===== src/rtl/plsp_pkg.sv =====
// Package: shared widths, op codes and constants of the setpoint profile core.
package plsp_pkg;
    localparam int LEVEL_W = 16;
    localparam int MS_W    = 20;
    localparam int DUR_W   = 30;
    localparam int TIME_W  = 40;
    localparam int OP_W    = 2;

    localparam logic [OP_W-1:0] OP_CLEAR  = 2'd0;
    localparam logic [OP_W-1:0] OP_APPEND = 2'd1;
    localparam logic [OP_W-1:0] OP_QUERY  = 2'd2;

    localparam logic [9:0] US_PER_MS = 10'd1000;

    typedef logic [LEVEL_W-1:0] level_t;
    typedef logic [DUR_W-1:0]   dur_t;
endpackage


===== src/rtl/plsp_div.sv =====
// Restoring divider, one quotient bit per cycle.
module plsp_div #(
    parameter int NUM_W = 46,
    parameter int DEN_W = 30
) (
    input  logic             clk,
    input  logic             rst_n,
    input  logic             go,
    input  logic [NUM_W-1:0] num,
    input  logic [DEN_W-1:0] den,
    output logic [NUM_W-1:0] quo,
    output logic             done
);
    import plsp_pkg::*;

    localparam int STEP_W = $clog2(NUM_W + 1);
    localparam logic [STEP_W-1:0] LAST = STEP_W'(NUM_W - 1);

    logic [DEN_W-1:0]  rem_reg;
    logic [DEN_W-1:0]  rem_next;
    logic [NUM_W-1:0]  q_reg;
    logic [NUM_W-1:0]  q_next;
    logic [DEN_W-1:0]  den_reg;
    logic [STEP_W-1:0] step_reg;
    logic              run_reg;
    logic              done_reg;
    logic [DEN_W:0]    shifted;
    logic [DEN_W:0]    diff;

    always_comb
    begin
        shifted = {rem_reg, q_reg[NUM_W-1]};
        diff    = shifted - {1'b0, den_reg};
        if (!diff[DEN_W])
        begin
            rem_next = diff[DEN_W-1:0];
            q_next   = {q_reg[NUM_W-2:0], 1'b1};
        end
        else
        begin
            rem_next = shifted[DEN_W-1:0];
            q_next   = {q_reg[NUM_W-2:0], 1'b0};
        end
    end

    always_ff @(posedge clk)
    begin
        if (go)
        begin
            rem_reg <= '0;
            q_reg   <= num;
            den_reg <= den;
        end
        else if (run_reg)
        begin
            rem_reg <= rem_next;
            q_reg   <= q_next;
        end
    end

    always_ff @(posedge clk or negedge rst_n)
    begin
        if (!rst_n)
        begin
            run_reg  <= 1'b0;
            done_reg <= 1'b0;
            step_reg <= '0;
        end
        else
        begin
            done_reg <= 1'b0;
            if (go)
            begin
                run_reg  <= 1'b1;
                step_reg <= '0;
            end
            else if (run_reg)
            begin
                step_reg <= step_reg + 1'b1;
                if (step_reg == LAST)
                begin
                    run_reg  <= 1'b0;
                    done_reg <= 1'b1;
                end
            end
        end
    end

    assign quo  = q_reg;
    assign done = done_reg;
endmodule


===== config.mk =====
export PLATFORM = sky130hd
export DESIGN_NAME = plsp_div
export DESIGN_NICKNAME = d
export VERILOG_FILES = /design/src/rtl/plsp_pkg.sv /design/src/rtl/plsp_div.sv
export SDC_FILE = /design/constraint.sdc
export NUM_CORES = 1
export LEC_CHECK = 0
export BUFFER_PORTS_ARGS = -buffer_cell sky130_fd_sc_hd__clkbuf_2
export CELL_PAD_IN_SITES_DETAIL_PLACEMENT = 1
export CELL_PAD_IN_SITES_GLOBAL_PLACEMENT = 2
export CORE_ASPECT_RATIO = 0.8
export CORE_MARGIN = 1.5
export CORE_UTILIZATION = 39
export CTS_BUF_LIST = sky130_fd_sc_hd__clkbuf_4
export DETAILED_ROUTE_END_ITERATION = 12
export GPL_TIMING_DRIVEN = 0
export PLACE_DENSITY = 0.86
export SYNTH_ARGS = -nofsm -noshare
export SYNTH_HDL_FRONTEND = slang
export SYNTH_SLANG_ARGS = --single-unit

===== constraint.sdc =====
create_clock -name clk -period 4.6 [get_ports clk]
set_clock_uncertainty 0.15 [all_clocks]
set_input_delay 0.23 -clock clk [delete_from_list [all_inputs] [get_ports clk]]
set_output_delay 0.23 -clock clk [all_outputs]
set_load 0.005 [all_outputs]

# == Yosys cells after proc, flatten, opt, wreduce, memory -nomap -nowiden ==
# Cells that the tools add are included.
# totals
reg_bits,114
in_bits,79
output_inout_bits,47
# classes
n_addsub,2
eq_ne,1
mux,12
reduce_logical,1
# op_table
operator,count
2-to-1 mux 46 bit,2
subtractor 31 x 30 -> 31 bit,1
2-to-1 mux 30 bit,1
2-to-1 mux 6 bit,2
2-to-1 mux 1 bit,7
adder 6 x 1 -> 6 bit (second input constant),1
equality test 6 bit (second input constant),1
nonzero test 2 bit,1

# == Longest topological paths before layout ==
# Gate-level depths: netlist (run 1).
# depth
word_depth,4
ltp_mapped,13
ltp_nobuf,12

# == Worst setup path after synthesis (run 1) ==
# Ideal clock, no wire load.
# synth_timing
kind,reg2reg
start,"reg q_reg[45], in the netlist quo[45]"
end,reg rem_reg[18]
setup_ns,0.131
t_arrival_ns,2.612
t_required_ns,4.319
slack_ns,1.707
path_stages_with_launch,14
path_buffers,1
period_less_slack_ns,2.893
path_cell_list,edfxtp_1 -> inv_1 -> ha_1 -> fa_1 -> nand2b_1 -> a21oi_1 -> o21ai_1 -> a211oi_1 -> o32a_4 -> xnor2_4 -> buf_4 -> nor2_1 -> a211oi_1 -> nor3_1
# synth_between
elab_chain_cells,2
# synth_rtl
item,line,text
start: declaration,plsp_div.sv:21,logic [NUM_W-1:0] q_reg;
start signal: assignment,plsp_div.sv:51,q_reg <= num;
start signal: assignment,plsp_div.sv:57,q_reg <= q_next;
subtractor 31 x 30 -> 31 bit,plsp_div.sv:33,"diff = shifted - {1'b0, den_reg};"
2-to-1 mux 30 bit,plsp_div.sv:34,if (!diff[DEN_W])
end signal: assignment,plsp_div.sv:56,rem_reg <= rem_next;
end: declaration,plsp_div.sv:19,logic [DEN_W-1:0] rem_reg;
# No other way between the ends.
# A chain may end at the register's enable or synchronous reset.

# == Worst setup path after layout (run 1) ==
# layout_timing
start,"reg q_reg[45], in the netlist quo[45]"
end,reg rem_reg[17]
# The elaborated chain is that of the path after synthesis.

==> results of run 1 <==
-- final timing paths --
path,start,to,slack (ps),depth (start not counted)
setup reg to reg,quo[45],rem_reg[17],910,12
min in group asynchronous,rst_n,step_reg[4],530,3
hold reg to reg,rem_reg[13],rem_reg[13],370,2
max in group asynchronous,rst_n,done,3470,3
hold / removal,den[29],den_reg[29],230,2
setup / recovery,quo[45],rem_reg[17],910,12
-- area by class of cell --
| cell class | instances | area [um^2] | area share [%] |
|---|---|---|---|
| buffer | 27 | 133 | 1.60 |
| inverter | 39 | 146 | 1.76 |
| sequential | 114 | 3080 | 37.2 |
| tap | 215 | 269 | 3.24 |
| timing repair buffer | 203 | 1410 | 17.0 |
| multi-input combinational | 408 | 2890 | 34.8 |
| antenna | 1 | 2.50 | 0.0302 |
| clock buffer | 17 | 128 | 1.54 |
| clock inverter | 15 | 238 | 2.87 |
-- where the power goes --
| part | internal, mW | switching (mW) | leakage [nW] | total, mW |
|---|---|---|---|---|
| registers | 1.26 | 0.139 | 1.13 | 1.40 |
| logic | 0.640 | 0.786 | 2.33 | 1.43 |
| clock network | 0.538 | 0.431 | 0.193 | 0.968 |
| total | 2.44 | 1.36 | 3.65 | 3.79 |
-- critical path, cell delays in order (launching register included) --
cell and delay [ps]:
edfxtp_1 420, inv_1 80, ha_1 230, fa_1 400, nand2b_1 180, a21oi_1 270, o21ai_1 220, a211oi_1 460
o32a_4 270, xnor2_4 170, buf_2 340, a21oi_1 120, a211oi_1 260
-- metal layers --
metal	vias to the layer above	global-route usage, %	wire [um]
met4	0	9.36	493
met3	37	5.13	715
met5	-	0	0
met1	2599	30.4	8490
li1	2572	-	-
met2	114	39.5	9040
-- cell usage after synthesis, drive strengths merged, types with 6 or more instances --
cell | count | area [um^2]
o21ai | 22 | 110
nand2 | 30 | 113
clkbuf | 15 | 56.3
nor3 | 8 | 40.0
a21oi | 54 | 270
xnor2 | 18 | 176
edfxtp | 76 | 2280
inv | 38 | 143
xor2 | 12 | 105
a21o | 16 | 120
mux2 | 46 | 518
a211oi | 27 | 203
buf | 12 | 76.3
nand4 | 6 | 37.5
dfrtp | 8 | 200
dfxtp | 30 | 601
mux2i | 6 | 60.1
nor2 | 73 | 274
ha | 32 | 400
-- timing repair --
action | 4_1_cts | 5_1_grt
hold buffers | 78 | 0
gates resized for setup | 0 | 0
buffers inserted | 0 | 0
endpoints found under the hold margin | 84 | 0
-- cells by family after synthesis --
group | count (synthesis)
and+or+nand+nor | 142
DFF | 114
adders and majority gates | 33
xor gates and xnor gates | 30
AOI/OAI and AO/OA | 151
muxes | 52
buffers and inverters | 66
-- through the flow --
| stage | hold WS, ps | worst slack [ps] |
|---|---|---|
| global placement | -68.0 | 1030 |
| floorplan | -216 | 1710 |
| global route | 196 | 689 |
| finish | 231 | 905 |
| detailed placement | -53.4 | 1020 |
| CTS | 192 | 963 |
==> qor.txt, run 1 <==
Die area -> 16800 um^2
Post-synthesis compound-gate area fraction -> 15.7%
Synth warn -> 0
Initial antenna violation count -> 1
Clock tree sinks -> 114
Global-route wire length before repair -> 29.8 mm
Grt total ovfl -> 0
Most common cell after layout, fill and taps aside -> clkbuf_2
Async SR Flop Fraction -> 7.02%
Sequential fraction of the synthesis area -> 49.3%
Post-synthesis adder-cell area fraction -> 6.72%
CP Capture Type -> register
Slew Limit Fails -> 0
Placed insts -> 928
Layout filler cell count -> 1818
Starting Density -> 39.7%
Die Width -> 145 um
Final wirelength -> 18.7 mm
Clk_lat worst skew -> 560 ps
DRT Pass-1 Iters -> 4
Worst Path Class, Setup -> reg2reg
Largest fanout on the critical path -> 10
Final Hold Fails -> 0
Port bufs -> 125
Xor/xnor share of the synthesized area -> 4.50%
Largest net degree at the start of global routing -> 47
All-layer global routing usage -> 23.7%
Clock tree buffer depth -> 2
Clk root buf -> clkbuf_4
Simple-gate share of the synthesized area -> 10.1%
RSZ-0062 raised after global routing -> no
Largest register FFs -> 46
Max cap viols -> 0
FP Rows -> 41
Synth cell types -> 54
CTS buffer count -> 17
Area Growth Syn to Fin -> 32.7%
# DRC -> 0
HP Class -> in2reg
Number of global-route vias before repair -> 5605
Worst EP required -> 4900 ps
Die Ht -> 116 um
Relative slew slack -> 32.1%
Initial DRC count -> 312
Aggregate negative setup slack -> 0 ps
Final Util -> 52.7%
Mux share of post-synthesis cell area -> 9.25%
Hpwl dp -> 12.7 mm
Mapped Avg Cell Area -> 10.6 um^2
Min cycle time layout -> 3690 ps
Final setup viols -> 0
Reg clk slew, reported paths -> 130 ps
Post-synth EDFFs -> 76
Nets@finish -> 922
Design Area, Final -> 8300 um^2
Placeable Area -> 15700 um^2
DP Area -> 7150 um^2
Io pins -> 126
Syn nets -> 700
DR vias/cell -> 5.12
FMAX -> 271 MHz
P per Cell Area -> 457 nW/um^2
Post-DRT Antenna Nets -> 0
Most frequent cells in the layout -> clkbuf_2, dlygate4sd3_1, edfxtp_1, nor2_1, a21oi_1
Via count -> 5322
Synth Instances -> 588
Layout cells sized above 1 -> 26.5%
Worst Max-Slew Pin Slew -> 1020 ps
Top_reg_cell synth -> edfxtp_1
Type of origin of the critical path -> register
Non-filler cells, final -> 1039
Power Total -> 3.79 mW
Post-Syn Area -> 6250 um^2
CTS tree -> built
Worst VDD drop -> 210 uV
Routability cong. -> 0.816
Fin crit share -> 80.3%
H-tree Lvls -> 4
Arr. time, crit path -> 4000 ps
Leakage -> 3.65 nW
Largest family of logic cells by synthesized area -> compound AO/OA/AOI/OAI gates
DR WL/cell -> 18.0 um
Outcome -> finished, final reports clean
Register bit count reported by yosys -> 114
Note: power is estimated with default switching activity, not from simulation.
==> run 2: changes to the inputs <==
- CORE_UTILIZATION: 39 -> 33
- PLACE_DENSITY: 0.86 -> 0.77
- clock period: 4.6 -> 3.12 ns (I/O delays scaled with it)
==> qor.txt, run 2 (synthesis results as in run 1) <==
Worst Max-Slew Pin Slew -> 1020 ps (about the same)
Switching share of total power -> 38.4% (was 35.7%)
Die Width -> 157 um (was 145 um)
Outcome -> finished, final reports clean (unchanged)
Largest net degree at the start of global routing -> 47 (unchanged)
NetSw -> 2.19 mW (was 1.36 mW)
P per Cell Area -> 667 nW/um^2 (was 457 nW/um^2)
Wire length on met2 -> 9.68 mm (was 9.04 mm)
Design Area, Final -> 8540 um^2 (was 8300 um^2)
Clk pwr share -> 22.0% (was 25.5%)
Min cycle time layout -> 3120 ps (was 3690 ps)
Clk_lat worst skew -> 580 ps (was 560 ps)
RSZ-0062 raised after global routing -> yes (was no)
Routability cong. -> 0.853 (was 0.816)
Final wirelength -> 19.7 mm (was 18.7 mm)
CTS buffer count -> 17 (unchanged)
DR WL/cell -> 18.1 um (was 18.0 um)
Area Growth Syn to Fin -> 36.7% (was 32.7%)
Aggregate negative setup slack -> 0 ps (unchanged)
Comb pwr share -> 41.9% (was 37.6%)
All-layer global routing usage -> 20.5% (was 23.7%)
Hold Path Depth -> 2 (unchanged)
Final Util -> 46.6% (was 52.7%)
Top routing layer in use -> met4 (unchanged)
FP Rows -> 44 (was 41)
Clk root buf -> clkbuf_4 (unchanged)
Die Ht -> 126 um (was 116 um)
Nets@finish -> 930 (was 922)
Reg clk slew, reported paths -> 130 ps (about the same)
Grt total ovfl -> 0 (unchanged)
Fin crit share -> 99.9% (was 80.3%)
Port bufs -> 125 (unchanged)
Most common cell after layout, fill and taps aside -> clkbuf_2 (unchanged)
CP Capture Type -> register (unchanged)
Initial DRC count -> 280 (was 312)
Largest fanout on the critical path -> 10 (unchanged)
Type of origin of the critical path -> register (unchanged)
FMAX -> 321 MHz (was 271 MHz)
Layout cells sized above 1 -> 30.8% (was 26.5%)
Io pins -> 126 (unchanged)
Relative slew slack -> 31.9% (was 32.1%)
Final setup viols -> 0 (unchanged)
Number of global-route vias before repair -> 5706 (was 5605)
Worst Path Class, Setup -> reg2reg (unchanged)
Placeable Area -> 18300 um^2 (was 15700 um^2)
Initial antenna violation count -> 1 (unchanged)
Worst VDD drop -> 212 uV (was 210 uV)
Worst EP required -> 3400 ps (was 4900 ps)
Global-route wire length before repair -> 30.7 mm (was 29.8 mm)
Final Hold Fails -> 0 (unchanged)
Clock tree sinks -> 114 (unchanged)
H-tree Lvls -> 4 (unchanged)
Arr. time, crit path -> 3390 ps (was 4000 ps)
Post-DRT Antenna Nets -> 0 (unchanged)
Met3 wire len -> 522 um (was 715 um)
HP Class -> in2reg (unchanged)
# DRC -> 0 (unchanged)
Most frequent cells in the layout -> clkbuf_2, dlygate4sd3_1, edfxtp_1, nor2_1, a21oi_1 (unchanged)
Largest register FFs -> 46 (unchanged)
Leakage -> 3.68 nW (was 3.65 nW)
Starting Density -> 34.1% (was 39.7%)
Die area -> 19800 um^2 (was 16800 um^2)
DR vias/cell -> 4.91 (was 5.12)
Via count -> 5327 (was 5322)
Worst reg-to-reg path cell count -> 13 (was 12)
Max cap viols -> 0 (unchanged)
Slew Limit Fails -> 0 (unchanged)
Seq pwr share -> 36.1% (was 36.9%)
DP Area -> 7190 um^2 (was 7150 um^2)
CTS tree -> built (unchanged)
Internal cell power -> 3.51 mW (was 2.44 mW)
Hpwl dp -> 13.2 mm (was 12.7 mm)
Clock tree buffer depth -> 2 (unchanged)
DRT Pass-1 Iters -> 5 (was 4)
Power Total -> 5.70 mW (was 3.79 mW)
Met1 WL -> 9.10 mm (was 8.49 mm)
==> run 2: cell types whose count changed in the layout (fill, tap and decap cells not counted), sizes merged <==
cell	delta
bufinv	-3
clkinvlp	+4
clkbuf	-1
buf	+9
clkinv	-2
inv	+1
==> run 2: path summary, 6_finish.rpt <==
path                                 start     endpoint  slack (ps)
worst max-delay path               quo[45]  rem_reg[26]           3
worst min-delay path               den[23]  den_reg[23]         140
worst max register to register     quo[45]  rem_reg[26]           3
worst min register to register  rem_reg[8]   rem_reg[8]         370
max in group asynchronous            rst_n  step_reg[0]        2130
min in group asynchronous            rst_n         done         410
==> run 2: per-layer routing <==
metal  vias to the layer above  track usage (%)
li1                       2593                -
met4                         0             7.34
met2                        90             34.4
met3                        30             3.72
met5                         -                0
met1                      2614             26.4
==> run 2: cell type report <==
| type | instances | area (um^2) |
|---|---|---|
| Antenna cell | 1 | 2.50 |
| Buffer | 26 | 154 |
| Clock buffer | 17 | 128 |
| Clock inverter | 15 | 185 |
| Fill cell | 2082 | 9790 |
| Inverter | 39 | 146 |
| Multi-Input combinational cell | 408 | 3040 |
| Sequential cell | 114 | 3080 |
| Tap cell | 253 | 317 |
| Timing Repair Buffer | 212 | 1490 |
==> run 2: worst max-delay path, cell delays in order, from the launching register on <==
cell,delay [ps]
edfxtp_1,380
inv_1,60
ha_2,190
fa_2,400
nand2b_4,160
a21oi_4,190
o21ai_4,120
a211oi_4,340
o32a_4,250
xnor2_4,130
buf_12,150
buf_12,140
mux2i_2,210
a211oi_1,100
==> run 2: through the flow <==
stage | worst slack, ps | cells | hold slack [ps]
after global placement | -493 | 966 | -135
after global routing | -82.0 | 1085 | 111
final | 3.14 | 1085 | 136
after CTS | 8.58 | 1082 | 80.9
after detailed placement | -567 | 966 | -122
after floorplan | 227 | 588 | -290
==> run 2: what timing repair did <==
item                       CTS  global route
gates resized for setup     14            31
hold buffers                78             0
setup endpoints to repair   31            31
pin swaps                    6            22
hold endpoints to repair    84             0
gates cloned                 2             0
setup buffers                4             3
==> run 2: power by group through the flow <==
stage	logic [mW]	registers, mW	clock network (mW)
2_1_floorplan	1.47	2.02	0
3_3_place_gp	1.97	2.07	0
3_5_place_dp	2.01	2.08	0
4_1_cts	2.23	2.05	1.28
5_1_grt	2.60	2.09	1.34
6_report	2.39	2.06	1.25
==> run 3: changes to the inputs <==
- RECOVER_POWER: default -> 50
==> qor.txt, run 3 (synthesis results as in run 1) <==
Outcome -> finished, final reports clean (unchanged)
Aggregate negative setup slack -> 0 ps (unchanged)
All-layer global routing usage -> 20.5% (unchanged)
Slew Limit Fails -> 0 (unchanged)
DR vias/cell -> 4.90 (was 4.91)
Final Hold Fails -> 0 (unchanged)
Worst EP required -> 3400 ps (about the same)
Clk root buf -> clkbuf_4 (unchanged)
Busiest grt layer -> met2 (unchanged)
CTS tree -> built (unchanged)
Leakage -> 3.58 nW (was 3.68 nW)
Worst Path Class, Setup -> reg2reg (unchanged)
H-tree Lvls -> 4 (unchanged)
# DRC -> 0 (unchanged)
Worst VDD drop -> 211 uV (was 212 uV)
Max cap viols -> 0 (unchanged)
Design Area, Final -> 8510 um^2 (was 8540 um^2)
Most frequent cells in the layout -> clkbuf_2, dlygate4sd3_1, edfxtp_1, nor2_1, a21oi_1 (unchanged)
Clock tree buffer depth -> 2 (unchanged)
Initial DRC count -> 286 (was 280)
DP Area -> 7190 um^2 (unchanged)
Arr. time, crit path -> 3390 ps (about the same)
Layout cells sized above 1 -> 27.1% (was 30.8%)
Initial antenna violation count -> 1 (unchanged)
Number of global-route vias before repair -> 5706 (unchanged)
Die Width -> 157 um (unchanged)
Clk_lat worst skew -> 590 ps (was 580 ps)
Type of origin of the critical path -> register (unchanged)
Clock tree sinks -> 114 (unchanged)
Routability cong. -> 0.853 (unchanged)
Port bufs -> 125 (unchanged)
CP Capture Type -> register (unchanged)
Placeable Area -> 18300 um^2 (unchanged)
Largest register FFs -> 46 (unchanged)
Global-route wire length before repair -> 30.7 mm (unchanged)
Nets@finish -> 930 (unchanged)
Met1 GRT Util -> 26.4% (unchanged)
Post-DRT Antenna Nets -> 0 (unchanged)
Largest net degree at the start of global routing -> 47 (unchanged)
M3 GR Usage -> 3.72% (unchanged)
HP Class -> in2reg (unchanged)
Fin crit share -> 99.7% (was 99.9%)
RSZ-0062 raised after global routing -> yes (unchanged)
Die Ht -> 126 um (unchanged)
M2 GR Usage -> 34.4% (unchanged)
DR WL/cell -> 18.2 um (was 18.1 um)
Final setup viols -> 0 (unchanged)
Relative slew slack -> 32.3% (was 31.9%)
Most common cell after layout, fill and taps aside -> clkbuf_2 (unchanged)
FMAX -> 322 MHz (was 321 MHz)
P per Cell Area -> 668 nW/um^2 (was 667 nW/um^2)
Largest fanout on the critical path -> 10 (unchanged)
CTS buffer count -> 17 (unchanged)
Min cycle time layout -> 3110 ps (was 3120 ps)
Io pins -> 126 (unchanged)
Final wirelength -> 19.7 mm (about the same)
Hpwl dp -> 13.2 mm (unchanged)
FP Rows -> 44 (unchanged)
Worst Max-Slew Pin Slew -> 1010 ps (was 1020 ps)
Die area -> 19800 um^2 (unchanged)
Reg clk slew, reported paths -> 130 ps (about the same)
DRT Pass-1 Iters -> 4 (was 5)
Via count -> 5321 (was 5327)
Starting Density -> 34.1% (unchanged)
Area Growth Syn to Fin -> 36.1% (was 36.7%)
Grt total ovfl -> 0 (unchanged)
## run 3: cell count changes in the layout (fill, tap and decap cells not counted), sizes merged
cell and change:
clkbuf -2, diode +1, buf +2
## run 3: final cells by class
cell class | count | area (um^2)
Timing Repair Buffer | 212 | 1450
Multi-Input combinational cell | 408 | 3040
Inverter | 39 | 146
Clock buffer | 17 | 128
Antenna cell | 2 | 5.00
Buffer | 26 | 154
Fill cell | 2102 | 9820
Clock inverter | 15 | 185
Sequential cell | 114 | 3080
Tap cell | 253 | 317
## run 3: repair_timing
action                                  CTS  global route
cloned                                    2             0
gates resized for setup                  14            31
pin swaps                                 6            22
buffers inserted                          4             3
endpoints found under the hold margin    84             0
hold buffers                             78             0
endpoints found under the setup margin   31            31
## run 3: worst paths after layout
| path | slack [ps] | from | cells past startpoint | endpoint |
|---|---|---|---|---|
| hold reg to reg | 370 | rem_reg[8] | 2 | rem_reg[8] |
| hold / removal | 130 | den[23] | 2 | den_reg[23] |
| min in group asynchronous | 400 | rst_n | 3 | done |
| setup reg to reg | 10 | quo[45] | 13 | rem_reg[26] |
| setup / recovery | 10 | quo[45] | 13 | rem_reg[26] |
| max in group asynchronous | 2140 | rst_n | 3 | step_reg[0] |
## run 3: worst max-delay path, cell delays in order (launching register included)
cell	delay [ps]
edfxtp_1	380
inv_1	60
ha_2	190
fa_2	400
nand2b_4	160
a21oi_4	190
o21ai_4	120
a211oi_4	340
o32a_4	250
xnor2_4	130
buf_12	150
buf_12	150
mux2i_2	210
a211oi_1	90
## run 3: where the power goes
part           internal (mW)  total [mW]  switching (mW)
Sequential              1.86        2.06           0.201
Clock                  0.560        1.25           0.693
Combinational           1.08        2.38            1.30
## run 3: routing by layer
layer  up-vias  share of wire [%]
met1      2606                 46
met4         0                2.1
met2        87                 49
met3        35                2.6
li1       2593                  -
met5         -                  0
## run 3: stage by stage
| stage | hold slack (ps) | cells | util [%] | power (mW) | worst slack, ps |
|---|---|---|---|---|---|
| global placement | -135 | 966 | 39.2 | 4.04 | -493 |
| CTS | 80.9 | 1082 | 45.8 | 5.56 | 8.58 |
| finish | 129 | 1086 | 46.4 | 5.69 | 9.78 |
| floorplan | -290 | 588 | - | 3.49 | 227 |
| global route | 111 | 1085 | 46.4 | 6.02 | -82.0 |
| detailed placement | -122 | 966 | 39.2 | 4.09 | -567 |
