**src/rtl/plsp_pkg.sv**
```systemverilog
// Package: shared widths, op codes and constants of the setpoint profile core.
package plsp_pkg;
    localparam int LEVEL_W = 16;
    localparam int MS_W    = 20;
    localparam int DUR_W   = 30;
    localparam int TIME_W  = 40;
    localparam int OP_W    = 2;

    localparam logic [OP_W-1:0] OP_CLEAR  = 2'd0;
    localparam logic [OP_W-1:0] OP_APPEND = 2'd1;
    localparam logic [OP_W-1:0] OP_QUERY  = 2'd2;

    localparam logic [9:0] US_PER_MS = 10'd1000;

    typedef logic [LEVEL_W-1:0] level_t;
    typedef logic [DUR_W-1:0]   dur_t;
endpackage

```
**src/rtl/plsp_cell.sv**
```systemverilog
// One segment cell: holds one table entry and passes the search beat to its neighbor.
module plsp_cell #(
    parameter int IDX     = 0,
    parameter int IDX_W   = 5,
    parameter int CNT_W   = 6,
    parameter int START_W = 35,
    parameter int END_W   = 36,
    parameter int CMP_W   = 40
) (
    input  logic                 clk,
    input  logic                 rst_n,
    input  logic                 wr_en,
    input  logic [IDX_W-1:0]     wr_idx,
    input  logic [START_W-1:0]   wr_start,
    input  logic [END_W-1:0]     wr_end,
    input  plsp_pkg::dur_t       wr_dur,
    input  plsp_pkg::level_t     wr_from,
    input  plsp_pkg::level_t     wr_to,
    input  logic [CNT_W-1:0]     count,
    input  logic [CMP_W-1:0]     t,
    input  logic                 in_hit,
    input  logic [START_W-1:0]   in_start,
    input  plsp_pkg::dur_t       in_dur,
    input  plsp_pkg::level_t     in_from,
    input  plsp_pkg::level_t     in_to,
    output logic                 out_hit,
    output logic [START_W-1:0]   out_start,
    output plsp_pkg::dur_t       out_dur,
    output plsp_pkg::level_t     out_from,
    output plsp_pkg::level_t     out_to
);
    import plsp_pkg::*;

    localparam logic [IDX_W-1:0] MY_IDX = IDX_W'(IDX);
    localparam logic [CNT_W-1:0] MY_CNT = CNT_W'(IDX);

    logic [START_W-1:0] start_reg;
    logic [END_W-1:0]   end_reg;
    dur_t               dur_reg;
    level_t             from_reg;
    level_t             to_reg;
    logic               hit_reg;
    logic [START_W-1:0] pstart_reg;
    dur_t               pdur_reg;
    level_t             pfrom_reg;
    level_t             pto_reg;
    logic               match;

    // live entry whose end is not earlier than t
    assign match = (MY_CNT < count) && (t <= CMP_W'(end_reg));

    always_ff @(posedge clk)
    begin
        if (wr_en && (wr_idx == MY_IDX))
        begin
            start_reg <= wr_start;
            end_reg   <= wr_end;
            dur_reg   <= wr_dur;
            from_reg  <= wr_from;
            to_reg    <= wr_to;
        end
        if (in_hit)
        begin
            pstart_reg <= in_start;
            pdur_reg   <= in_dur;
            pfrom_reg  <= in_from;
            pto_reg    <= in_to;
        end
        else
        begin
            pstart_reg <= start_reg;
            pdur_reg   <= dur_reg;
            pfrom_reg  <= from_reg;
            pto_reg    <= to_reg;
        end
    end

    always_ff @(posedge clk or negedge rst_n)
    begin
        if (!rst_n)
        begin
            hit_reg <= 1'b0;
        end
        else
        begin
            hit_reg <= in_hit | match;
        end
    end

    assign out_hit   = hit_reg;
    assign out_start = pstart_reg;
    assign out_dur   = pdur_reg;
    assign out_from  = pfrom_reg;
    assign out_to    = pto_reg;
endmodule

```
**config.mk**
```make
export PLATFORM = sky130hd
export DESIGN_NAME = plsp_cell
export DESIGN_NICKNAME = d
export VERILOG_FILES = /design/src/rtl/plsp_pkg.sv /design/src/rtl/plsp_cell.sv
export SDC_FILE = /design/constraint.sdc
export NUM_CORES = 1
export LEC_CHECK = 0
export BUFFER_PORTS_ARGS = -buffer_cell sky130_fd_sc_hd__buf_2
export CAP_MARGIN = 20
export CORE_AREA = 2 2 150 152
export DETAILED_ROUTE_END_ITERATION = 8
export DIE_AREA = 0 0 152 154
export GPL_TIMING_DRIVEN = 1
export PLACE_DENSITY = 0.7
export SETUP_SLACK_MARGIN = 0.3
export SLEW_MARGIN = 20
export SYNTH_ARGS = -nofsm -noshare
export SYNTH_HDL_FRONTEND = slang
export SYNTH_SLANG_ARGS = --single-unit
```
**constraint.sdc**
```tcl
create_clock -name clk -period 4.8 [get_ports clk]
set_input_delay 0.48 -clock clk [delete_from_list [all_inputs] [get_ports clk]]
set_output_delay 0.48 -clock clk [all_outputs]
set_load 0.05 [all_outputs]
```
# Word-level counts from Yosys, hierarchy flattened
# Index checks and enable logic that the tools add are counted.
dict set report classes {
  n_lt_le_gt_ge 2
  n_bitwise 1
  mux 4
  reduce_logical 3
}
# operator n
set op_table {}
lappend op_table {{$le 40x36->1} 1}
lappend op_table {{$mux 35} 1}
lappend op_table {{$mux 16} 2}
lappend op_table {{$mux 30} 1}
lappend op_table {{$lt 1x6->1 const A} 1}
lappend op_table {{$logic_not 5->1} 1}
lappend op_table {{$logic_and 1x1->1} 2}
lappend op_table {{$or 1x1->1} 1}
dict set report word_totals {
  reg_bits 231
  output_inout_bits 98
  inputBits 285
  word_cells 20
}

# Depth between registers and ports, before layout
# Gate-level depths: netlist of the first run.
dict set report depth {
  ltp_word 3
  mapped_depth 8
  depth_no_buf 8
}

# Worst setup path before layout of the first run
# OpenSTA, ideal clock, no wires.
dict set report synth_path {
  kind {in2reg}
  start {in wr_idx[3]}
  end {reg dur_reg[0] (enable)}
  required_time_ps 4010
  slack_ps -6118
  cell_stages 2
  setup_time_ps 790
  n_path_buf 0
  arrival_time_ps 10128
  cell_sequence {or4b_2 nor3_1}
}
dict set report synth_between {
  elab_chain_cells 2
}
# element line
set synth_lines {}
lappend synth_lines {{start, declared} plsp_cell.sv:13} ;# input logic [IDX_W-1:0] wr_idx,
lappend synth_lines {{$logic_not 5->1} plsp_cell.sv:54} ;# if (wr_en && (wr_idx == MY_IDX))
lappend synth_lines {{$logic_and 1x1->1} plsp_cell.sv:54}
lappend synth_lines {{end signal, assigned} plsp_cell.sv:58} ;# dur_reg <= wr_dur;
lappend synth_lines {{end, declared} plsp_cell.sv:39} ;# dur_t dur_reg;
# No other way between the ends.
# A chain may end at the register's enable or synchronous reset.

# Final worst setup path of the first run
dict set report layout_path {
  start {reg end_reg[19]}
  end {reg hit_reg, in the netlist out_hit}
}
dict set report layout_between {
  elab_chain_cells 3
}
# element line
set layout_lines {}
lappend layout_lines {{start, declared} plsp_cell.sv:38} ;# logic [END_W-1:0] end_reg;
lappend layout_lines {{start signal, assigned} plsp_cell.sv:57} ;# end_reg <= wr_end;
lappend layout_lines {{$le 40x36->1} plsp_cell.sv:50} ;# assign match = (MY_CNT < count) && (t <= CMP_W'(end_reg));
lappend layout_lines {{$logic_and 1x1->1} plsp_cell.sv:50}
lappend layout_lines {{$or 1x1->1} plsp_cell.sv:86} ;# hit_reg <= in_hit | match;
lappend layout_lines {{end signal, assigned} plsp_cell.sv:86}
lappend layout_lines {{end, declared} plsp_cell.sv:42} ;# logic hit_reg;
# No other way between the ends.

==> results of run 1 <==
-- where the power goes --
| group | internal [W] | switching [W] |
|---|---|---|
| sequential | 0.00215 | 0.0000146 |
| combinational | 0.000176 | 0.000278 |
| clock | 0.00127 | 0.000760 |
-- timing repair --
action / 4_1_cts / 5_1_grt
endpoints found under the hold margin: 1 / 0
setup buffers: 0 / 0
hold buffers: 1 / 0
gates resized for setup: 0 / 0
-- final cells by class --
type | count | area, um^2 | share of cell area (%)
well taps | 280 | 350.3 | 3.119
repair buffers | 385 | 1952 | 17.38
flip-flops and latches | 231 | 5961 | 53.07
inverters | 36 | 135.1 | 1.203
clock buffers | 34 | 721.9 | 6.428
clock inverters | 13 | 171.4 | 1.526
multi-input cells | 196 | 1938 | 17.26
diodes | 1 | 2.502 | 0.02228
-- critical path, delay by kind of cell (launching register included) --
family | cells | cell delay [ns]
adders and majority gates | 1 | 0.30
AOI/OAI and AO/OA | 3 | 0.50
and+or+nand+nor | 3 | 0.75
DFF | 1 | 0.33
buffers and inverters | 1 | 0.04
-- synth_stat cells --
cell type / count / share of area (%)
a21oi_2: 1 / 0.11
dfrtp_1: 1 / 0.31
a221oi_1: 1 / 0.11
ha_1: 36 / 5.6
edfxtp_1: 133 / 50
nor3_1: 4 / 0.25
or4b_2: 1 / 0.12
o31a_1: 1 / 0.11
nor2_1: 3 / 0.14
buf_2: 1 / 0.062
a21o_1: 1 / 0.093
a21boi_0: 1 / 0.093
dfxtp_1: 97 / 24
a2111oi_0: 1 / 0.11
inv_1: 36 / 1.7
or4_4: 1 / 0.14
mux2_2: 97 / 14
nand3_2: 1 / 0.12
nand2_1: 10 / 0.47
clkbuf_1: 10 / 0.47
nand4_1: 7 / 0.54
a21oi_1: 13 / 0.81
a211oi_1: 3 / 0.28
and4_1: 1 / 0.11
o211ai_1: 2 / 0.19
o21ai_0: 4 / 0.25
nand3_1: 3 / 0.19
nor4_1: 2 / 0.16
nor2b_1: 1 / 0.078
nor4_4: 1 / 0.26
-- routing by layer --
metal,track usage [%],up-vias
li1,-,2549
met3,6.257,38
met5,0,-
met2,28.70,274
met4,4.984,0
met1,17.83,2402
-- worst max path at each step --
| stage | start | end | slack [ns] | depth (start not counted) |
|---|---|---|---|---|
| after global placement | wr_idx[3] | end_reg[18] | 2.44 | 4 |
| after global routing | end_reg[22] | out_hit | 2.63 | 8 |
| final | end_reg[19] | out_hit | 2.76 | 8 |
| after floorplan | wr_idx[3] | dur_reg[0] | 0.14 | 2 |
| after detailed placement | wr_idx[3] | end_reg[18] | 2.43 | 4 |
| after CTS | end_reg[19] | out_hit | 2.75 | 8 |
-- through the flow --
| step | worst slack [ns] | util [%] | hold slack, ns | instance area (um^2) | std cells |
|---|---|---|---|---|---|
| floorplan | 0.1385 | - | 0.1844 | 8077 | 474 |
| global placement | 2.439 | 47.61 | 0.2778 | 10330 | 1127 |
| global route | 2.633 | 51.78 | 0.1120 | 11230 | 1175 |
| detailed placement | 2.430 | 47.61 | 0.2759 | 10330 | 1127 |
| finish | 2.763 | 51.79 | 0.1413 | 11230 | 1176 |
| CTS | 2.749 | 51.78 | 0.1144 | 11230 | 1175 |
-- layout by cell type (no fill, tap or decap), types with 2 or more instances in the layout --
cell type	instances
a211oi_1	3
a21oi_1	13
buf_2	381
buf_4	2
bufinv_16	4
clkbuf_1	5
clkbuf_16	27
clkbuf_8	2
clkinv_2	5
dfxtp_1	97
edfxtp_1	133
ha_1	36
inv_1	36
mux2_2	97
nand2_1	10
nand3_1	3
nand4_1	7
nor2_1	3
nor3_1	3
nor4_1	2
o211ai_1	2
o21ai_0	4
-- logic make-up after synthesis --
family	after synthesis	share of synthesized area (%)
flip-flops	231	73.94
multiplexers	97	13.55
buffers and inverters	47	2.204
adder cells (fa/ha/maj)	36	5.587
AND/OR/NAND/NOR	35	2.576
AO/OA/AOI/OAI	28	2.142
==> metrics.yaml, run 1 <==
status:
  run_status: "completed"
floorplan:
  die_area_um2: 23410
  initial_core_util_pct: 37.17
  area_of_the_core_region_um2: 21690
  core.rowCount: 54
  i_o_pins: 383
  die-height_um: 154
  die-width_um: 152
power_and_ir_drop:
  finalPower_w: 0.004656
  peakVddDrop_v: 0.0003009
  power.leakage_nw: 4.945
  power.density_nw_per_um2: 414.5
drt:
  count_of_antenna_violating_nets_left_after_detailed_routing: 0
  vias: 5263
  met3WireLength_mm: 2.050
  met2RoutedLength_mm: 9.950
  wl_met1_mm: 7.217
  routed_wirelength_mm: 19.69
  drt_iter0_markers: 222
  routedWlPerCell_um: 16.74
  post_drt_via_cell_ratio: 4.475
  highest_layer: "met4"
  detail_route.first_pass.iterations: 4
  route.detailed.drc: 0
clocking:
  cts_tree: "done"
  tritoncts_num_sinks: 231
  cts.reportedPaths.clkPinSlew_ns: 0.06
  clock_tree.buffer_depth: 3
  insertion_delay_ns: 0.51
  tritoncts.num_buffers: 26
  cts_htree_levels: 1
  clockRootBuffer: "clkbuf_16"
grt:
  global_route.usage.total_pct: 16.13
  gr-total-overflow: 0
  number_of_global_route_vias_before_repair: 5613
  largest_net_degree_at_the_start_of_global_routing: 134
  grt_first_pass_wirelength_mm: 29.64
  number_of_antenna_violations_at_the_first_check_in_global_routing: 1
placement:
  gp_routability_congestion: 0.8364
  detailedPlacementHpwl_mm: 14.60
  port_buffers: 382
yosys:
  syn-instance-count: 474
  yosys_warnings: 0
  syn-cell-area_um2: 8061
  number_of_distinct_standard_cells_referenced_by_the_synthesized_netlist: 30
  synth.yosys.seq_area_share_pct: 73.94
  syn-num-nets: 795
  postSynthRegisterBits: 231
  mean_instance_size_in_the_synthesized_netlist_um2: 17.01
worst_hold_path:
  timing.hold.worst.class: "in -> reg"
  min_path_cells: 1
  min_to: "dur_reg[27]"
  worstHoldStart: "wr_dur[27]"
timing:
  totalNegativeSetupSlack_ns: 0
  timing.final.crit_period_ns: 2.037
  min_period_over_period_pct: 42.45
  final_hold_viol_count: 0
  max_slew.worst_pin.slew_ns: 0.9670
  finalMaxSlewViolations: 0
  clock.fmax_mhz: 490.8
  finalClockSkew_ns: 0.008394
  grt_setup_unrepaired: "no"
  maxSlewHeadroom_pct: 35.53
  setup_violations: 0
critical_path:
  cp-start-kind: "flip-flop"
  crit_slowest_cell: "nor4_1"
  rr_endpoint: "out_hit"
  crit_required_ns: 5.18
  criticalPathCategory: "reg -> reg"
  cp.arrival_ns: 2.42
  path_cells: "inv_1 -> ha_1 -> nand4_1 -> nor4_1 -> nand3_2 -> a21oi_2 -> a211oi_1 -> o31a_1"
  rr_worst_depth: 8
  timing.rr.start: "end_reg[19]"
  cpPeakStageDelay_ns: 0.45
  setup.reg_to_reg.worst_slack_ns: 2.76
  cp_max_fo: 3
  worst_setup_path_end_kind: "flip-flop"
layout:
  largest_register_ff_count: 36
  area_delta_synth_final_pct: 39.33
  drive_above_1_share_pct: 58.99
  finalNetCount: 1197
  fillCellCount: 1840
job:
  cap_viol_max_count: 0
No activity file was read; power rests on OpenSTA's default activity.
==> run 2: changes to the inputs <==
PLACE_DENSITY = 0.73   (was 0.7)
clock period = 1.8 ns   (was 4.8 ns; I/O delays follow)
==> metrics.yaml, run 2 (synthesized netlist as in run 1, its figures left out) <==
status:
  run_status: "complete, but fails checks"
  violations_in_the_final_reports: "negative setup slack"
critical_path:
  cp-start-kind: "flip-flop"
  rr_endpoint: "out_hit"
  cpPeakStageDelay_ns: 0.38  # -0.07 ns
  cp_max_fo: 3  # unchanged
  criticalPathCategory: "reg -> reg"
  setup.reg_to_reg.worst_slack_ns: -0.11  # -2.87 ns
  crit_slowest_cell: "nor4_4"
  crit_required_ns: 2.19  # -2.99 ns
  worst_setup_path_end_kind: "flip-flop"
  timing.rr.start: "end_reg[34]"
  path_cells: "inv_2 -> ha_4 -> nand4_1 -> nor4_4 -> nand3_2 -> a21oi_2 -> a211oi_1 -> o31a_1"
  cp.arrival_ns: 2.30  # -0.12 ns
  rr_worst_depth: 8  # unchanged
grt:
  number_of_global_route_vias_before_repair: 7400  # +32%
  largest_net_degree_at_the_start_of_global_routing: 30  # -78%
  global_route.usage.total_pct: 21.09  # +5.0 points
  number_of_antenna_violations_at_the_first_check_in_global_routing: 2  # +1
  grt_first_pass_wirelength_mm: 38.81  # +31%
  gr-total-overflow: 0  # unchanged
power_and_ir_drop:
  clockPowerShare_pct: 40.7  # -3.0 points
  sequentialPowerShare_pct: 45.8  # -0.8 points
  comb_power_share_pct: 13.5  # +3.7 points
  power.leakage_nw: 6.037  # +22%
  p_sw_share_pct: 23.44  # +0.81 points
  power.density_nw_per_um2: 917.2  # +120%
  peakVddDrop_v: 0.0009558  # +220%
  finalPower_w: 0.01265  # +170%
  internal-power_w: 0.009688  # +170%
  switchingPower_w: 0.002966  # +180%
drt:
  route.detailed.drc: 0  # unchanged
  routed_wirelength_mm: 25.49  # +29%
  detail_route.first_pass.iterations: 4  # unchanged
  count_of_antenna_violating_nets_left_after_detailed_routing: 0  # unchanged
  vias: 6543  # +24%
  routedWlPerCell_um: 17.80  # +6.3%
  drt_iter0_markers: 296  # +33%
  post_drt_via_cell_ratio: 4.569  # +2.1%
timing:
  maxSlewHeadroom_pct: 66.74  # +31 points
  min_period_over_period_pct: 106.2  # +64 points
  final_hold_viol_count: 0  # unchanged
  worst_slack_ns: -0.1114  # -2.874 ns
  finalMaxSlewViolations: 0  # unchanged
  grt_setup_unrepaired: "yes"
  finalClockSkew_ns: 0.008972  # +0.0005780 ns
  timing.final.crit_period_ns: 1.911  # -0.1261 ns
  max_slew.worst_pin.slew_ns: 0.4989  # -0.4681 ns
  setup_violations: 1  # +1
  clock.fmax_mhz: 523.2  # +6.6%
layout:
  finish.instance_area_um2: 13800  # +23%
  fillCellCount: 1487  # -19%
  largest_register_ff_count: 36  # unchanged
  layout_common_cells: "381 x buf_2, 236 x dlygate4sd3_1, 133 x edfxtp_1, 97 x mux2_2, 97 x dfxtp_1"
  final_cell_count_no_fill: 1432  # +22%
  area_used_by_multi_input_combinational_logic_um2: 1976  # +1.9%
  storage_element_area_um2: 5961  # unchanged
  drive_above_1_share_pct: 48.30  # -11 points
  most_frequent_standard_cell_in_the_layout_excluding_fill_and_tap_cells: "buf_2"
  area_delta_synth_final_pct: 71.13
  final_core_util_pct: 63.61  # +12 points
  finalNetCount: 1452  # +21%
worst_hold_path:
  timing.hold.worst.class: "in -> reg"
  min_to: "out_start[10]"
  worstHoldStart: "in_hit"
  min_path_cells: 2  # +1
clocking:
  tritoncts_num_sinks: 231  # unchanged
  clockRootBuffer: "clkbuf_16"
  cts_htree_levels: 1  # unchanged
  cts_tree: "done"
  tritoncts.num_buffers: 24  # -7.7%
  clock_tree.buffer_depth: 3  # unchanged
  cts.reportedPaths.clkPinSlew_ns: 0.06  # about the same
  insertion_delay_ns: 0.51  # about the same
placement:
  port_buffers: 382  # unchanged
  pre_cts_slack_ns: -0.2012  # -2.631 ns
  gp_routability_congestion: 0.8328  # -0.43%
  detailedPlacementHpwl_mm: 15.61  # +6.9%
  numPlacedInstances: 1149  # +2.0%
  placement.cell_area_um2: 10570  # +2.4%
floorplan:
  i_o_pins: 383  # unchanged
  area_of_the_core_region_um2: 21690  # unchanged
  die-height_um: 154  # unchanged
  die_area_um2: 23410  # unchanged
  core.rowCount: 54  # unchanged
  die-width_um: 152  # unchanged
  initial_core_util_pct: 37.17  # unchanged
job:
  cap_viol_max_count: 0  # unchanged
## run 2: cell types whose count changed in the layout (fill, tap and decap cells not counted), moves of 3 or more
cell / previous run / this run
dlygate4sd3_1: 1 / 236
buf_4: 2 / 19
buf_12: 1 / 6
clkbuf_8: 2 / 5
## run 2: power by group through the flow
stage	Clock [W]	Combinational, W	Sequential [W]
after global routing	0.00547	0.00181	0.00580
final	0.00515	0.00171	0.00579
after global placement	0	0.00124	0.00589
after CTS	0.00527	0.00167	0.00578
after floorplan	0	0.000263	0.00636
after detailed placement	0	0.00126	0.00589
## run 2: what timing repair did
| action | in CTS | in global routing |
|---|---|---|
| buffers inserted | 0 | 0 |
| endpoints found under the hold margin | 232 | 0 |
| pin swaps | 3 | 2 |
| hold buffers | 236 | 0 |
| resized for setup | 3 | 2 |
| setup endpoints to repair | 1 | 1 |
## run 2: through the flow
step	TNS, ns	hold WS [ns]
3_5_place_dp	-0.2012	-0.04417
2_1_floorplan	-340.68	-0.1156
5_1_grt	-0.2539	0.2508
6_report	-0.1114	0.2373
3_3_place_gp	-0.09362	-0.04285
4_1_cts	-0.1355	0.2293
## run 2: final cells by class
cell class / instances / area share (%)
flip-flops and latches: 231 / 43.21
repair buffers: 642 / 32.85
multi-input cells: 196 / 14.32
clock buffers: 34 / 5.297
well taps: 280 / 2.539
inverters: 36 / 0.9795
clock inverters: 10 / 0.7528
diodes: 3 / 0.05442
## run 2: worst max path at each step
stage | cells past startpoint | end | startpoint | slack [ns]
3_3_place_gp | 8 | out_hit | end_reg[32] | -0.09
6_report | 8 | out_hit | end_reg[34] | -0.11
4_1_cts | 8 | out_hit | end_reg[33] | -0.14
3_5_place_dp | 8 | out_hit | end_reg[35] | -0.20
2_1_floorplan | 2 | dur_reg[0] | wr_idx[3] | -2.56
5_1_grt | 8 | out_hit | end_reg[33] | -0.25
## run 2: routing by layer
metal  vias to the layer above  wire length [um]  track usage, %
li1                       3066                 -               -
met1                      3125              9121           22.20
met2                       292             13910           41.01
met3                        60              1732           5.045
met4                         0               728           6.943
met5                         -                 0               0
## run 2: worst max-delay path: cells and delay by family (launching register included)
kind	cells	cell delay, ns
simple gates	3	0.73
compound gates	3	0.43
flops	1	0.34
fa+ha+maj	1	0.27
buf+inv	1	0.05
==> run 3: changes to the inputs <==
CORE_AREA = 2 2 149 151   (was 2 2 150 152)
CTS_BUF_LIST = sky130_fd_sc_hd__clkbuf_2   (was default)
DIE_AREA = 0 0 151 153   (was 0 0 152 154)
PLACE_DENSITY = 0.74   (was 0.73)
==> metrics.yaml, run 3 <==
status:
  run_status: "did not finish"
  stop_stage: "clock tree synthesis (4_1_cts)"
  first_error: "[ERROR RSZ-0060] Max buffer count reached."
clocking:
  post_cts_hold_buffer_count: 253  # +7.2%
  ctsResizeCount: 394  # +391
  postCtsSetupBuffers: 0  # unchanged
  tritoncts.num_buffers: 58  # +140%
  tritoncts_num_sinks: 231  # unchanged
  cts_htree_levels: 2  # +1
  clockRootBuffer: "clkbuf_2"
  clock_tree.buffer_depth: 3  # unchanged
yosys:
  syn-cell-area_um2: 8061  # unchanged
  synthTopCellsByArea: "edfxtp_1 50%, dfxtp_1 24%, mux2_2 14%"
  synth_simple_gate_area_share_pct: 2.576  # unchanged
  synth_enable_flop_cells: 133  # unchanged
  synth_compound_area_share_pct: 2.142  # unchanged
  synthAdderAreaFrac_pct: 5.587  # unchanged
  synthXorXnorAreaFrac_pct: 0  # unchanged
  number_of_distinct_standard_cells_referenced_by_the_synthesized_netlist: 30  # unchanged
  yosys-mux-area-fraction_pct: 13.55  # unchanged
  combinational_family_with_the_most_area_after_synthesis: "multiplexers"
  share_of_synthesized_flip_flops_with_an_asynchronous_set_or_reset_pct: 0.4329  # unchanged
  synth_largest_type_area_fraction_pct: 49.54  # unchanged
  yosys_warnings: 0  # unchanged
  mean_instance_size_in_the_synthesized_netlist_um2: 17.01  # unchanged
  syn-instance-count: 474  # unchanged
  ys_dominant_reg_cell: "edfxtp_1"
  syn-num-nets: 795  # unchanged
  synthTopCellsByCount: "133 x edfxtp_1, 97 x dfxtp_1, 97 x mux2_2, 36 x ha_1, 36 x inv_1"
  postSynthRegisterBits: 231  # unchanged
  synth_largest_area_cell: "edfxtp_1"
  yosysMostFrequentCell: "edfxtp_1"
  synth.yosys.seq_area_share_pct: 73.94  # unchanged
floorplan:
  core.rowCount: 54  # unchanged
  i_o_pins: 383  # unchanged
  die-width_um: 151  # -0.66%
  die-height_um: 153  # -0.65%
  initial_core_util_pct: 37.52  # +0.35 points
placement:
  detailedPlacementHpwl_mm: 16.02  # +2.6%
  gp_routability_congestion: 0.7878  # -5.4%
  port_buffers: 382  # unchanged
## run 3: through the flow
| stage | std cells | worst slack (ns) | instance area [um^2] | hold WS (ns) |
|---|---|---|---|---|
| floorplan | 474 | -2.562 | 8095 | -0.1156 |
| global placement | 1152 | -0.1271 | 10630 | -0.04096 |
| detailed placement | 1152 | -0.1491 | 10630 | -0.04087 |
## run 3: logic make-up after synthesis
group           Yosys count
simple gates             35
flops                   231
compound gates           28
buf+inv                  47
mux                      97
fa+ha+maj                36
==> run 4: changes to the inputs <==
CORE_AREA = default   (was 2 2 149 151)
CORE_MARGIN = 2   (was default)
CORE_UTILIZATION = 30   (was default)
CTS_BUF_LIST = default   (was sky130_fd_sc_hd__clkbuf_2)
DIE_AREA = default   (was 0 0 151 153)
PLACE_DENSITY = default   (was 0.74)
PLACE_DENSITY_LB_ADDON = 0.15   (was default)
SETUP_SLACK_MARGIN = default   (was 0.3)
clock period = 2.3 ns   (was 1.8 ns; I/O delays follow)
==> metrics.yaml, run 4 (synthesized netlist as in run 1, its figures left out) <==
timing:
  fin_worst_hold_slack_ns: 0.02448
  timing.final.crit_period_ns: 1.954
  clock.fmax_mhz: 511.7
  setup_violations: 0
  finalMaxSlewViolations: 0
  grt_setup_unrepaired: "no"
  worst_slack_ns: 0.3457
  final_hold_viol_count: 0
  finalClockSkew_ns: 0.006632
  maxSlewHeadroom_pct: 60.52
  min_period_over_period_pct: 84.97
  max_slew.worst_pin.slew_ns: 0.5922
critical_path:
  rr_endpoint: "out_hit"
  cp.arrival_ns: 2.41
  timing.rr.start: "end_reg[34]"
  setup.reg_to_reg.worst_slack_ns: 0.35
  critPathLaunch: "end_reg[34]"
  cp-start-kind: "flip-flop"
  cp_max_fo: 3
  criticalPathCategory: "reg -> reg"
  crit_required_ns: 2.76
  rr_worst_depth: 8
  worst_setup_path_end_kind: "flip-flop"
drt:
  post_drt_via_cell_ratio: 4.162
  count_of_antenna_violating_nets_left_after_detailed_routing: 0
  routed_wirelength_mm: 22.70
  vias: 6139
  drt_iter0_markers: 166
  detail_route.first_pass.iterations: 4
  routedWlPerCell_um: 15.39
  route.detailed.drc: 0
power_and_ir_drop:
  comb_power_share_pct: 13.1
  switchingPower_w: 0.002299
  peakVddDrop_v: 0.0005753
  power.leakage_nw: 5.935
  internal-power_w: 0.007519
  finalPower_w: 0.009817
  power.density_nw_per_um2: 717.7
  sequentialPowerShare_pct: 46.1
  clockPowerShare_pct: 40.8
  p_sw_share_pct: 23.42
grt:
  number_of_antenna_violations_at_the_first_check_in_global_routing: 1
  number_of_global_route_vias_before_repair: 6762
  global_route.usage.total_pct: 15.51
  largest_net_degree_at_the_start_of_global_routing: 51
  grt_first_pass_wirelength_mm: 34.56
  gr-total-overflow: 0
clocking:
  clock_tree.buffer_depth: 3  # unchanged
  cts_tree: "done"
  insertion_delay_ns: 0.52
  clockRootBuffer: "clkbuf_16"
  tritoncts_num_sinks: 231  # unchanged
  cts_htree_levels: 1  # -1
  ctsResizeCount: 0  # -100%
  tritoncts.num_buffers: 26  # -55%
  cts.reportedPaths.clkPinSlew_ns: 0.06
floorplan:
  die-height_um: 167.9  # +9.8%
  die_area_um2: 28200
  die-width_um: 167.9  # +11%
  area_of_the_core_region_um2: 26650
  core.rowCount: 60  # +11%
  i_o_pins: 383  # unchanged
  initial_core_util_pct: 30.25  # -7.3 points
layout:
  fillCellCount: 2333
  storage_element_area_um2: 5961
  final_core_util_pct: 51.32
  finish.instance_area_um2: 13680
  largest_register_ff_count: 36
  most_frequent_standard_cell_in_the_layout_excluding_fill_and_tap_cells: "buf_2"
  layout_common_cells: "381 x buf_2, 232 x dlygate4sd3_1, 133 x edfxtp_1, 97 x mux2_2, 97 x dfxtp_1"
  drive_above_1_share_pct: 46.78
  area_used_by_multi_input_combinational_logic_um2: 1938
  area_delta_synth_final_pct: 69.67
  finalNetCount: 1434
status:
  run_status: "completed"
placement:
  detailedPlacementHpwl_mm: 15.70  # -2.0%
  pre_cts_slack_ns: 0.3274  # +0.4765 ns
  port_buffers: 382  # unchanged
  placement.cell_area_um2: 10510  # -1.2%
  gp_routability_congestion: 0.7271  # -7.7%
worst_hold_path:
  worstHoldStart: "count[2]"
  min_path_cells: 4
  min_to: "out_hit"
  timing.hold.worst.class: "in -> reg"
job:
  cap_viol_max_count: 0
## run 4: power by group through the flow
| stage | sequential, W | combinational (W) | clock [W] |
|---|---|---|---|
| 2_1_floorplan | 0.00497 | 0.000204 | 0 |
| 3_3_place_gp | 0.00461 | 0.000964 | 0 |
| 3_5_place_dp | 0.00461 | 0.000970 | 0 |
| 4_1_cts | 0.00453 | 0.00129 | 0.00414 |
| 5_1_grt | 0.00453 | 0.00137 | 0.00429 |
| 6_report | 0.00453 | 0.00128 | 0.00401 |
## run 4: layout make-up
class                           instances  share of cell area, %
Sequential cell                       231                  43.58
Timing Repair Buffer                  622                  31.96
Multi-Input combinational cell        196                  14.17
Clock buffer                           39                  5.864
Tap cell                              341                  3.119
Inverter                               36                 0.9879
Clock inverter                          9                 0.3019
Antenna cell                            1                0.01829
## run 4: critical path, cell delays in order (launching register included)
cell and delay (ns):
edfxtp_1 0.36, inv_1 0.06, ha_1 0.24, nand4_1 0.18, nor3_1 0.09, a2111oi_0 0.39, o21ai_0 0.20, a211oi_1 0.22
o31a_1 0.16
## run 4: through the flow
| step | instances | setup TNS, ns |
|---|---|---|
| 6_report | 1475 | 0 |
| 3_3_place_gp | 1194 | 0 |
| 4_1_cts | 1474 | 0 |
| 2_1_floorplan | 474 | -280.83 |
| 5_1_grt | 1475 | 0 |
| 3_5_place_dp | 1194 | 0 |
## run 4: worst max path at each step
stage,end,slack (ns),cells past startpoint
after floorplan,dur_reg[0],-2.11,2
after global placement,dur_reg[24],0.35,5
after detailed placement,dur_reg[24],0.33,5
after CTS,out_hit,0.32,8
after global routing,out_hit,0.20,8
final,out_hit,0.35,8
## run 4: per-layer routing
layer  up-vias  part of all wire [%]  track usage, %  routed length, um
met1      2796                    39           17.23               8786
met5         -                     0               0                  0
li1       3027                     -               -                  -
met4         0                   2.7           4.991                624
met3        43                    10           5.712               2286
met2       273                    48           27.58              11000
## run 4: timing repair
action / 4_1_cts / 5_1_grt
hold buffers: 232 / 0
endpoints found under the hold margin: 231 / 0
buffers inserted: 0 / 0
